## config.mk

```make
export PLATFORM = sky130hd
export DESIGN_NAME = http_request_line_parser_top_flat
export DESIGN_NICKNAME = d
export VERILOG_FILES = /design/src/hrlp_pkg.sv /design/src/hrlp_line_if.sv /design/src/hrlp_field_if.sv /design/src/hrlp_parse.sv /design/src/hrlp_rbuf.sv /design/src/http_request_line_parser_top.sv /design/src/flat_wrapper.sv
export SDC_FILE = /design/constraint.sdc
export NUM_CORES = 1
export LEC_CHECK = 0
export BUFFER_PORTS_ARGS = -buffer_cell sky130_fd_sc_hd__buf_4
export CORE_MARGIN = 2
export CORE_UTILIZATION = 63
export DETAILED_ROUTE_END_ITERATION = 8
export PLACE_DENSITY = 0.82
export SYNTH_ARGS = -nofsm -noshare
export SYNTH_HDL_FRONTEND = slang
export SYNTH_SLANG_ARGS = --single-unit
```

## constraint.sdc

```tcl
create_clock -name clk -period 13.1 [get_ports clk]
set_clock_uncertainty 0.15 [all_clocks]
set_input_delay 0.655 -clock clk [delete_from_list [all_inputs] [get_ports clk]]
set_output_delay 0.655 -clock clk [all_outputs]
set_load 0.01 [all_outputs]
```

## src/hrlp_pkg.sv

```systemverilog
// ----------------------------------------------------------------------------
// hrlp_pkg
// types, codes and byte helpers shared by the request line parser
// ----------------------------------------------------------------------------
package hrlp_pkg;

	localparam int MaxRes = 3;
	localparam int CntW   = 2;

	localparam logic [7:0] ChSpace   = 8'h20;
	localparam logic [7:0] ChPercent = 8'h25;
	localparam logic [7:0] ChPlus    = 8'h2b;
	localparam logic [7:0] ChMinus   = 8'h2d;
	localparam logic [7:0] ChQuest   = 8'h3f;
	localparam logic [7:0] ChAmp     = 8'h26;
	localparam logic [7:0] ChEqual   = 8'h3d;

	localparam logic [2:0] TagMethod  = 3'd0;
	localparam logic [2:0] TagPath    = 3'd1;
	localparam logic [2:0] TagKey     = 3'd2;
	localparam logic [2:0] TagValue   = 3'd3;
	localparam logic [2:0] TagVersion = 3'd4;

	localparam logic [2:0] StOk         = 3'd0;
	localparam logic [2:0] StNoSpace1   = 3'd1;
	localparam logic [2:0] StNoSpace2   = 3'd2;
	localparam logic [2:0] StNoMethod   = 3'd3;
	localparam logic [2:0] StNoPath     = 3'd4;
	localparam logic [2:0] StNoVersion  = 3'd5;

	localparam logic [1:0] EscNone = 2'd0;
	localparam logic [1:0] EscOpen = 2'd1;
	localparam logic [1:0] EscHeld = 2'd2;

	typedef enum logic [3:0] {
		PH_METHOD  = 4'b0001,
		PH_PATH    = 4'b0010,
		PH_QUERY   = 4'b0100,
		PH_VERSION = 4'b1000
	} phase_t;

	typedef struct packed {
		logic       has_byte;
		logic [7:0] out_byte;
		logic [2:0] field_tag;
		logic       param_end;
		logic       line_done;
		logic [2:0] status;
	} res_t;

	typedef struct packed {
		res_t [MaxRes-1:0] res;
		logic [CntW-1:0]   cnt;
	} batch_t;

	function automatic res_t mk_byte(input logic [7:0] b, input logic [2:0] tag);
		res_t r;
		r = '0;
		r.has_byte  = 1'b1;
		r.out_byte  = b;
		r.field_tag = tag;
		return r;
	endfunction

	function automatic res_t mk_pend();
		res_t r;
		r = '0;
		r.param_end = 1'b1;
		r.field_tag = TagKey;
		return r;
	endfunction

	function automatic res_t mk_done(input logic [2:0] st);
		res_t r;
		r = '0;
		r.line_done = 1'b1;
		r.field_tag = TagMethod;
		r.status    = st;
		return r;
	endfunction

	function automatic logic [7:0] path_char(input logic [7:0] c);
		return (c == ChPlus) ? ChSpace : c;
	endfunction

	// bit 4 set when the byte is a hex digit
	function automatic logic [4:0] hex_val(input logic [7:0] c);
		logic [4:0] h;
		h = '0;
		if (c >= 8'h30 && c <= 8'h39) begin
			h = {1'b1, c[3:0]};
		end else if ((c >= 8'h61 && c <= 8'h66) || (c >= 8'h41 && c <= 8'h46)) begin
			h = {1'b1, c[3:0] + 4'd9};
		end
		return h;
	endfunction

	function automatic logic [7:0] decode_pair(input logic [7:0] a, input logic [7:0] b);
		logic [4:0] ha;
		logic [4:0] hb;
		logic [7:0] v;
		ha = hex_val(a);
		hb = hex_val(b);
		v  = '0;
		if (a == ChSpace || (a >= 8'd9 && a <= 8'd13) || a == ChPlus) begin
			v = hb[4] ? {4'd0, hb[3:0]} : 8'd0;
		end else if (a == ChMinus) begin
			v = hb[4] ? (8'd0 - {4'd0, hb[3:0]}) : 8'd0;
		end else if (ha[4]) begin
			v = hb[4] ? {ha[3:0], hb[3:0]} : {4'd0, ha[3:0]};
		end
		return v;
	endfunction

endpackage

```

## src/hrlp_line_if.sv

```systemverilog
// ----------------------------------------------------------------------------
// hrlp_line_if
// byte channel into the parser
// ----------------------------------------------------------------------------
interface hrlp_line_if;
	logic       valid;
	logic       ready;
	logic [7:0] in_byte;
	logic       in_last;

	modport source (output valid, output in_byte, output in_last, input ready);
	modport sink (input valid, input in_byte, input in_last, output ready);
endinterface

```

## src/hrlp_field_if.sv

```systemverilog
// ----------------------------------------------------------------------------
// hrlp_field_if
// parsed result channel out of the parser
// ----------------------------------------------------------------------------
interface hrlp_field_if;
	logic       valid;
	logic       ready;
	logic       has_byte;
	logic [7:0] out_byte;
	logic [2:0] field_tag;
	logic       param_end;
	logic       line_done;
	logic [2:0] status;
	logic       last_result;

	modport source (output valid, output has_byte, output out_byte, output field_tag,
		output param_end, output line_done, output status, output last_result,
		input ready);
	modport sink (input valid, input has_byte, input out_byte, input field_tag,
		input param_end, input line_done, input status, input last_result,
		output ready);
endinterface

```

## src/hrlp_parse.sv

```systemverilog
// ----------------------------------------------------------------------------
// hrlp_parse
// parser state and the results of one byte
// ----------------------------------------------------------------------------
module hrlp_parse
	import hrlp_pkg::*;
(
	input  logic       clk,
	input  logic       arst_n,
	input  logic       take,
	input  logic [7:0] in_byte,
	input  logic       in_last,
	output batch_t     batch
);

	phase_t     phase_q,   phase_c;
	logic       mseen_q,   mseen_c;
	logic       pseen_q,   pseen_c;
	logic       vseen_q,   vseen_c;
	logic [1:0] pcnt_q,    pcnt_c;
	logic [7:0] held_q,    held_c;
	logic       inval_q,   inval_c;
	logic       popen_q,   popen_c;
	logic [2:0] st_c;
	logic [CntW-1:0] n_c;

	always_comb begin
		phase_c = phase_q;
		mseen_c = mseen_q;
		pseen_c = pseen_q;
		vseen_c = vseen_q;
		pcnt_c  = pcnt_q;
		held_c  = held_q;
		inval_c = inval_q;
		popen_c = popen_q;
		st_c    = StOk;
		n_c     = '0;
		batch   = '0;

		unique case (phase_q)
			PH_METHOD: begin
				if (in_byte == ChSpace) begin
					phase_c = PH_PATH;
				end else begin
					mseen_c = 1'b1;
					batch.res[n_c] = mk_byte(in_byte, TagMethod);
					n_c = n_c + 1'b1;
				end
			end
			PH_PATH: begin
				if (in_byte == ChSpace || in_byte == ChQuest) begin
					if (pcnt_c != EscNone) begin
						batch.res[n_c] = mk_byte(ChPercent, TagPath);
						n_c = n_c + 1'b1;
					end
					if (pcnt_c == EscHeld) begin
						batch.res[n_c] = mk_byte(path_char(held_c), TagPath);
						n_c = n_c + 1'b1;
					end
					pcnt_c = EscNone;
					held_c = '0;
					if (in_byte == ChSpace) begin
						phase_c = PH_VERSION;
					end else begin
						phase_c = PH_QUERY;
						inval_c = 1'b0;
						popen_c = 1'b0;
					end
				end else begin
					pseen_c = 1'b1;
					priority if (pcnt_q == EscNone) begin
						if (in_byte == ChPercent) begin
							pcnt_c = EscOpen;
						end else begin
							batch.res[n_c] = mk_byte(path_char(in_byte), TagPath);
							n_c = n_c + 1'b1;
						end
					end else if (pcnt_q == EscOpen) begin
						held_c = in_byte;
						pcnt_c = EscHeld;
					end else begin
						batch.res[n_c] = mk_byte(decode_pair(held_q, in_byte), TagPath);
						n_c = n_c + 1'b1;
						pcnt_c = EscNone;
						held_c = '0;
					end
				end
			end
			PH_QUERY: begin
				priority if (in_byte == ChSpace) begin
					if (popen_q) begin
						batch.res[n_c] = mk_pend();
						n_c = n_c + 1'b1;
					end
					popen_c = 1'b0;
					inval_c = 1'b0;
					phase_c = PH_VERSION;
				end else if (in_byte == ChAmp) begin
					batch.res[n_c] = mk_pend();
					n_c = n_c + 1'b1;
					popen_c = 1'b0;
					inval_c = 1'b0;
				end else if (in_byte == ChEqual && !inval_q) begin
					inval_c = 1'b1;
					popen_c = 1'b1;
				end else begin
					popen_c = 1'b1;
					batch.res[n_c] = mk_byte(in_byte, inval_q ? TagValue : TagKey);
					n_c = n_c + 1'b1;
				end
			end
			PH_VERSION: begin
				vseen_c = 1'b1;
				batch.res[n_c] = mk_byte(in_byte, TagVersion);
				n_c = n_c + 1'b1;
			end
			default: begin
				phase_c = PH_METHOD;
			end
		endcase

		if (in_last) begin
			if (phase_c == PH_PATH) begin
				if (pcnt_c != EscNone) begin
					batch.res[n_c] = mk_byte(ChPercent, TagPath);
					n_c = n_c + 1'b1;
				end
				if (pcnt_c == EscHeld) begin
					batch.res[n_c] = mk_byte(path_char(held_c), TagPath);
					n_c = n_c + 1'b1;
				end
			end
			if (phase_c == PH_QUERY && popen_c) begin
				batch.res[n_c] = mk_pend();
				n_c = n_c + 1'b1;
			end
			priority if (phase_c == PH_METHOD) st_c = StNoSpace1;
			else if (phase_c != PH_VERSION)    st_c = StNoSpace2;
			else if (!mseen_c)                 st_c = StNoMethod;
			else if (!pseen_c)                 st_c = StNoPath;
			else if (!vseen_c)                 st_c = StNoVersion;
			else                               st_c = StOk;
			batch.res[n_c] = mk_done(st_c);
			n_c = n_c + 1'b1;
			phase_c = PH_METHOD;
			mseen_c = 1'b0;
			pseen_c = 1'b0;
			vseen_c = 1'b0;
			pcnt_c  = EscNone;
			held_c  = '0;
			inval_c = 1'b0;
			popen_c = 1'b0;
		end
		batch.cnt = n_c;
	end

	always_ff @(posedge clk or negedge arst_n) begin
		if (!arst_n) begin
			phase_q <= PH_METHOD;
			mseen_q <= 1'b0;
			pseen_q <= 1'b0;
			vseen_q <= 1'b0;
			pcnt_q  <= EscNone;
			held_q  <= '0;
			inval_q <= 1'b0;
			popen_q <= 1'b0;
		end else if (take) begin
			phase_q <= phase_c;
			mseen_q <= mseen_c;
			pseen_q <= pseen_c;
			vseen_q <= vseen_c;
			pcnt_q  <= pcnt_c;
			held_q  <= held_c;
			inval_q <= inval_c;
			popen_q <= popen_c;
		end
	end

`ifndef SYNTHESIS
	a_last_resets: assert property (@(posedge clk) disable iff (!arst_n)
		take && in_last |=> phase_q == PH_METHOD && pcnt_q == EscNone && !popen_q)
		else $error("state not cleared after end of line");
	a_last_has_done: assert property (@(posedge clk) disable iff (!arst_n)
		in_last |-> batch.cnt != '0)
		else $error("end of line gives no result");
	a_escape_path_only: assert property (@(posedge clk) disable iff (!arst_n)
		pcnt_q != EscNone |-> phase_q == PH_PATH)
		else $error("escape open outside the path");
`endif

endmodule

```

## src/hrlp_rbuf.sv

```systemverilog
// ----------------------------------------------------------------------------
// hrlp_rbuf
// result register holding the results of one byte, handed out one per cycle while the result side is ready
// ----------------------------------------------------------------------------
module hrlp_rbuf
	import hrlp_pkg::*;
(
	input  logic         clk,
	input  logic         arst_n,
	input  logic         load,
	input  batch_t       batch,
	output logic         room,
	hrlp_field_if.source field_ch
);

	res_t            res_q [MaxRes];
	logic [CntW-1:0] rem_q;
	logic [CntW-1:0] rd_q;
	res_t            cur;

	assign cur  = res_q[rd_q];
	assign room = (rem_q == '0) || (rem_q == CntW'(1) && field_ch.ready);

	assign field_ch.valid       = rem_q != '0;
	assign field_ch.has_byte    = cur.has_byte;
	assign field_ch.out_byte    = cur.out_byte;
	assign field_ch.field_tag   = cur.field_tag;
	assign field_ch.param_end   = cur.param_end;
	assign field_ch.line_done   = cur.line_done;
	assign field_ch.status      = cur.status;
	assign field_ch.last_result = rem_q == CntW'(1);

	always_ff @(posedge clk) begin
		if (load) begin
			for (int i = 0; i < MaxRes; i++) begin
				res_q[i] <= batch.res[i];
			end
		end
	end

	always_ff @(posedge clk or negedge arst_n) begin
		if (!arst_n) begin
			rem_q <= '0;
			rd_q  <= '0;
		end else if (load) begin
			rem_q <= batch.cnt;
			rd_q  <= '0;
		end else if (field_ch.valid && field_ch.ready) begin
			rem_q <= rem_q - 1'b1;
			rd_q  <= rd_q + 1'b1;
		end
	end

`ifndef SYNTHESIS
	a_load_when_free: assert property (@(posedge clk) disable iff (!arst_n)
		load |-> rem_q == '0 || (rem_q == CntW'(1) && field_ch.ready))
		else $error("results overwritten before delivery");
	a_window: assert property (@(posedge clk) disable iff (!arst_n)
		({1'b0, rd_q} + {1'b0, rem_q}) <= (CntW + 1)'(MaxRes))
		else $error("read window beyond stored results");
	a_done_last: assert property (@(posedge clk) disable iff (!arst_n)
		field_ch.valid && field_ch.line_done |-> field_ch.last_result)
		else $error("end of line result is not the last of its byte");
`endif

endmodule

```

## src/http_request_line_parser_top.sv

```systemverilog
// ----------------------------------------------------------------------------
// http_request_line_parser_top
// streaming http request line parser with path percent decoding
// ----------------------------------------------------------------------------
// Each byte is taken into an input register, from which the parser works it
// out into zero to three results; a result register hands these out one per
// cycle while the result side is ready, with last_result on the final one. A
// byte that yields several results (short escape flushes, end of line) holds
// the input until its last result is taken, set by the single result port.
// Plain text streams at a byte per clock while the result side is ready.
// ----------------------------------------------------------------------------
module http_request_line_parser_top
	import hrlp_pkg::*;
(
	input  logic         clk,
	input  logic         arst_n,
	hrlp_line_if.sink    line_ch,
	hrlp_field_if.source field_ch
);

	logic       valid_s1;
	logic [7:0] byte_s1;
	logic       last_s1;
	logic       room;
	logic       take;
	batch_t     batch;

	assign take          = valid_s1 && room;
	assign line_ch.ready = !valid_s1 || take;

	always_ff @(posedge clk or negedge arst_n) begin
		if (!arst_n) begin
			valid_s1 <= 1'b0;
		end else if (line_ch.valid && line_ch.ready) begin
			valid_s1 <= 1'b1;
		end else if (take) begin
			valid_s1 <= 1'b0;
		end
	end

	always_ff @(posedge clk) begin
		if (line_ch.valid && line_ch.ready) begin
			byte_s1 <= line_ch.in_byte;
			last_s1 <= line_ch.in_last;
		end
	end

	hrlp_parse u_parse (
		.clk     (clk),
		.arst_n  (arst_n),
		.take    (take),
		.in_byte (byte_s1),
		.in_last (last_s1),
		.batch   (batch)
	);

	hrlp_rbuf u_rbuf (
		.clk      (clk),
		.arst_n   (arst_n),
		.load     (take),
		.batch    (batch),
		.room     (room),
		.field_ch (field_ch)
	);

endmodule

```

## src/flat_wrapper.sv

```systemverilog
// flat-port wrapper written by rule: the top's interface ports become plain ports
module http_request_line_parser_top_flat import hrlp_pkg::*;
  (clk, arst_n, line_ch_valid, line_ch_in_byte, line_ch_in_last, line_ch_ready, field_ch_valid, field_ch_has_byte, field_ch_out_byte, field_ch_field_tag, field_ch_param_end, field_ch_line_done, field_ch_status, field_ch_last_result, field_ch_ready);
  hrlp_line_if line_ch_i ();
  hrlp_field_if field_ch_i ();
  input  logic clk;
  input  logic arst_n;
  input wire logic [$bits(line_ch_i.valid)-1:0] line_ch_valid;
  input wire logic [$bits(line_ch_i.in_byte)-1:0] line_ch_in_byte;
  input wire logic [$bits(line_ch_i.in_last)-1:0] line_ch_in_last;
  output wire logic [$bits(line_ch_i.ready)-1:0] line_ch_ready;
  output wire logic [$bits(field_ch_i.valid)-1:0] field_ch_valid;
  output wire logic [$bits(field_ch_i.has_byte)-1:0] field_ch_has_byte;
  output wire logic [$bits(field_ch_i.out_byte)-1:0] field_ch_out_byte;
  output wire logic [$bits(field_ch_i.field_tag)-1:0] field_ch_field_tag;
  output wire logic [$bits(field_ch_i.param_end)-1:0] field_ch_param_end;
  output wire logic [$bits(field_ch_i.line_done)-1:0] field_ch_line_done;
  output wire logic [$bits(field_ch_i.status)-1:0] field_ch_status;
  output wire logic [$bits(field_ch_i.last_result)-1:0] field_ch_last_result;
  input wire logic [$bits(field_ch_i.ready)-1:0] field_ch_ready;
  assign line_ch_i.valid = line_ch_valid;
  assign line_ch_i.in_byte = line_ch_in_byte;
  assign line_ch_i.in_last = line_ch_in_last;
  assign line_ch_ready = line_ch_i.ready;
  assign field_ch_valid = field_ch_i.valid;
  assign field_ch_has_byte = field_ch_i.has_byte;
  assign field_ch_out_byte = field_ch_i.out_byte;
  assign field_ch_field_tag = field_ch_i.field_tag;
  assign field_ch_param_end = field_ch_i.param_end;
  assign field_ch_line_done = field_ch_i.line_done;
  assign field_ch_status = field_ch_i.status;
  assign field_ch_last_result = field_ch_i.last_result;
  assign field_ch_i.ready = field_ch_ready;
  http_request_line_parser_top u_core (.clk(clk), .arst_n(arst_n), .line_ch(line_ch_i), .field_ch(field_ch_i));
endmodule
```

### Yosys cells after proc, flatten, opt, wreduce, memory -nomap -nowiden

Memories as Yosys holds them, arrays and structs flattened.
Cells that the tools add are included.

* register bits: 33
* RAM bits: 51
* input port bits: 13
* output and inout port bits: 20
* word-level logic and storage cells: 250
* memories: 1

Memory list
* u_core.u_rbuf.res_q: depth 3, bits a word 17, read ports 1, clocked after memory_dff 0, write ports 3, RTL line hrlp_rbuf.sv:16 `res_t res_q [MaxRes];`

* add/subtract/negate cells: 10
* order comparisons: 24
* eq/ne operators: 25
* multiplexer cells: 135
* bitwise operators: 6
* reduce and logical (&&, ||, !) cells: 36

Operators with widths (count)
* $mux 51: 10
* $mux 17: 16
* $demux 17 s2: 5
* $bwmux 51: 3
* $mux 8: 13
* $eq 8x6->1 const B: 10
* $mux 34: 2
* $pmux 17 s4: 1
* $mux 5: 12
* $mux 2: 25
* $and 45x45->45: 1
* $not 45->45: 1
* $and 36x36->36: 1
* $not 36->36: 1
* $ge 8x7->1 const B: 4
* $le 8x7->1 const B: 4
* $mux 1: 31
* $mux 4: 6
* $logic_and 1x1->1: 18
* $mux 3: 6
* $ge 8x6->1 const B: 2
* $le 8x6->1 const B: 2
* $pmux 4 s4: 1
* $lt 2x3->1 const B: 5
* other kinds (27): 56

### Logic depth before layout (Yosys ltp)

* depth after elaboration: 30
* depth in mapped cells: 24

### Modules after synthesis

From an unflattened synthesis, not the netlist that was laid out.

* cells, all modules: 573
* area total of the unflattened synthesis: 5627.9 um^2

Modules (own cells, without submodules)
* hrlp_parse: times used 1, cells an instance 428, area each 3159.3 um^2, seq. area each 476.7 um^2
* hrlp_rbuf: times used 1, cells an instance 131, area each 2138.3 um^2, seq. area each 1631.6 um^2
* http_request_line_parser_top: times used 1, cells an instance 14, area each 330.3 um^2, seq. area each 295.3 um^2

### Worst setup path before layout

No wires, ideal clock.

* kind: reg-to-reg
* start: register u_core.byte_s1[0]
* end: memory u_core.u_rbuf.res_q[1][11] (netlist bit), data pin
* setup time: 0.147 ns
* arrival: 5.076 ns
* data required time: 12.803 ns
* setup slack: 7.728 ns
* stages on the path, launching flop included: 25
* buffers on the path: 3
* period minus slack after synthesis: 5.372 ns
* path through: edfxtp_1 > clkbuf_1 > inv_1 > ha_1 > nor4b_1 > and2_1 > buf_4 > buf_4 > o21ai_0 > a21o_1 > nand2_1 > inv_1 > ha_1 > a31oi_2 > inv_1 > ha_1 > mux2i_1 > a21oi_1 > ha_1 > o21a_1 > ha_1 > a211o_1 > a311oi_2 > o21a_2 > o2bb2ai_1

RTL lines
* from (decl): RTL line http_request_line_parser_top.sv:22 `logic [7:0] byte_s1;`
* from (signal assigned): RTL line http_request_line_parser_top.sv:43 `byte_s1 <= line_ch.in_byte;`
* to (decl): RTL line hrlp_rbuf.sv:16

==> impl_results.md <==
- Outcome: complete, no violations
- GPL Wtd Cong: between 0.9 and 1
- Top post-synthesis cells by area: edfxtp_1 (29%), dfrtp_1 (10%), ha_1 (5.0%)
- Mapped Nets: approximately 640
- Die area: 9560 um2
- Largest net degree at the start of global routing: 60
- Syn Area/Cell: roughly 9.2 um2
- Number of synthesized flops with an enable pin: between 50 and 60
- Initial DRT Pass Iterations: 5
- Count leader, synth: nand2_1
- Post-route DRC: 0
- Post-route clock period utilization: between 40% and 50%
- Routed Antenna Nets: 0
- Storage cell area: roughly 2200 um2
- Initial core utilization: between 60% and 70%
- Row count: 34
- Fraction of registers with async set/reset: between 30% and 40%
- Seq cells post-synth: 78
- RSZ-0062 raised after global routing: no
- Core area: between 8000 and 9000 um2
- Post-synth top cells: nand2_1 (60), edfxtp_1 (54), o21ai_0 (48), nor2_1 (41), a21oi_1 (40)
- IO Count: 33
- Number of distinct library cells after synthesis: 84
- CTS tree: yes
- First-pass GRT wire length: 23570 um
- Slew HR: between 30% and 40%
- Worst setup SP type: register
- CP max FO: 18
- Design Power: approximately 920 uW
- Crit Path Class: reg2reg
- Area of the multi-input gates: between 3000 and 4000 um2
- Leakage: 0.002266 uW
- Clock latency on the worst-skew pair: 0.37 ns
- Mapped cell area: between 5000 and 6000 um2
- Max-slew violation count: 0
- Vias in the first global route: between 4000 and 5000
- H-tree depth: 3
- Fmax: 0.1546 GHz
- Post-synth top area share: between 20% and 30%
- Share of layout cells above drive strength 1: 12.38%
- DR WL/cell: 20.22 um
- Final wirelength: 14600 um
- TNS Setup: 0 ns
- Worst EP arrival: ~6.5 ns
- Final nets: about 640
- Max clock buf depth: 2
- Final Critical Period: around 6.5 ns
- Slew @ Worst Pin: around 0.9 ns
- DP Wirelength: approximately 11000 um
- VDD IR max: roughly 0.11 mV
- Hold Fails Final Rpt: 0
- Hold Crit Class: in2async
- WHS: 0.03328 ns
- Area grow syn2layout: 7.362%
- Total track usage: ~31%
- Yosys warning total: 0
- Via count: slightly above 5000
- Die Wd: slightly below 100 um
- Pwr/cell area: 155.1 nW/um2
- Setup Viol. Count Final: 0
- FILL cells: 660
- Cells after Synth: about 600
- WP data required: around 13 ns
- Sequential-to-total area share from yosys stat: between 40% and 50%
- Synth Flop Type: edfxtp_1
- CTS Buf Count: 9
- Total gr overflow: 0
- Final core occ: 68.88%
- Postcts setup bufs: 0
- Post-synth top area cell: edfxtp_1
- CTS clk-pin slew, worst paths: 0.09 ns
- ANT cells: 0
- Max-cap violation count: 0
- Antenna violations before repair: 0
- CTS sink cnt: 78
- Vias per std cell: 6.986
- Post-CTS Hold Buffers: 0
- Critical Path Sink Type: register
- CTS root buf: clkbuf_8
- IO buf count: 32
- Initial DRC count: ~520
- Die height: about 98 um
- # resized after CTS: 0
## sequential cells by signal, indices dropped and copies added (netlist names)
register	count
u_core.u_parse.inval_q	1
u_core.u_parse.pseen_q	1
u_core.valid_s1	1
u_core.u_parse.held_q	8
u_core.u_rbuf.rd_q	2
u_core.u_parse.phase_q	4
u_core.u_rbuf.res_q	45
u_core.last_s1	1
u_core.u_parse.pcnt_q	2
u_core.u_parse.vseen_q	1
u_core.u_parse.mseen_q	1
u_core.u_parse.popen_q	1
u_core.u_rbuf.rem_q	2
u_core.byte_s1	8
## layout by cell type (no fill, tap or decap), types with 22 or more instances in the layout
cell type,instances
a21oi_1,40
dfrtp_1,23
nor2_1,41
ha_1,22
edfxtp_1,54
buf_4,35
inv_1,27
o21ai_0,48
nand2_1,60
## worst max-delay path, cell delays in order, from the launching register on
cell and delay [ns]:
edfxtp_1 0.63, inv_1 0.21, ha_1 0.29, nor4b_1 0.48, and2_1 0.69, nor2_1 0.26, or3_1 0.56, ha_1 0.35
a31oi_2 0.22, inv_1 0.08, ha_1 0.28, mux2i_1 0.06, a21oi_1 0.34, ha_1 0.31, o21a_1 0.21, ha_1 0.21
nand2_1 0.16, o21ai_2 0.15, or3_1 0.45, o22ai_1 0.19
## cell type report
| type | instances | share of cell area [%] |
|---|---|---|
| clock inverter | 7 | 0.9676 |
| timing repair buffer | 35 | 4.417 |
| sequential | 78 | 37.38 |
| clock buffer | 9 | 2.082 |
| multi-input combinational | 456 | 51.05 |
| tap | 108 | 2.272 |
| inverter | 29 | 1.830 |
## report_power, final
group	leakage, uW	total (uW)	switching (uW)	internal (uW)
logic	0.00135	321	183	138
clock network	0.0000881	173	101	71.4
registers	0.000830	429	67.4	361
## per-stage QoR
step	cell area, um2	std cells	worst slack, ns
2_1_floorplan	5540	602	7.728
6_report	5948	722	6.633
3_5_place_dp	5767	706	6.822
4_1_cts	5948	722	6.766
3_3_place_gp	5767	706	7.067
5_1_grt	5948	722	6.212
## path summary, 6_finish.rpt
check | from | end | slack [ns] | depth (start not counted)
hold / removal | arst_n | u_core.u_parse.held_q[4] | 0.03 | 1
max in group asynchronous | arst_n | u_core.u_parse.phase_q[0] | 12.44 | 1
setup / recovery | u_core.byte_s1[0] | u_core.u_rbuf.res_q[0][9] | 6.63 | 19
setup reg to reg | u_core.byte_s1[0] | u_core.u_rbuf.res_q[0][9] | 6.63 | 19
min in group clk | line_ch_in_byte[5] | u_core.byte_s1[5] | 0.31 | 1
hold reg to reg | u_core.valid_s1 | u_core.valid_s1 | 0.39 | 2
## routing by layer
metal / vias up / wire (um) / part of all wire, % / global-route usage [%]
met3: 45 / 1424 / 9.8 / 4.939
met1: 2375 / 5907 / 40 / 43.91
met5: - / 0 / 0 / 0
met2: 344 / 6821 / 47 / 48.81
li1: 2280 / - / - / -
met4: 0 / 442 / 3.0 / 10.47
## cell families (layout without fill, tap and decap cells)
kind of cell               count (synthesis)  count (layout)  synth area share, %
adders and majority gates                 22              22                4.968
xor gates and xnor gates                   9               9                1.423
muxes                                     15              15                2.733
DFF                                       78              78                40.13
and+or+nand+nor                          205             205                19.83
AOI/OAI and AO/OA                        205             205                25.86
buffers and inverters                     68              80                5.059
(Power assumes the default switching activity.)
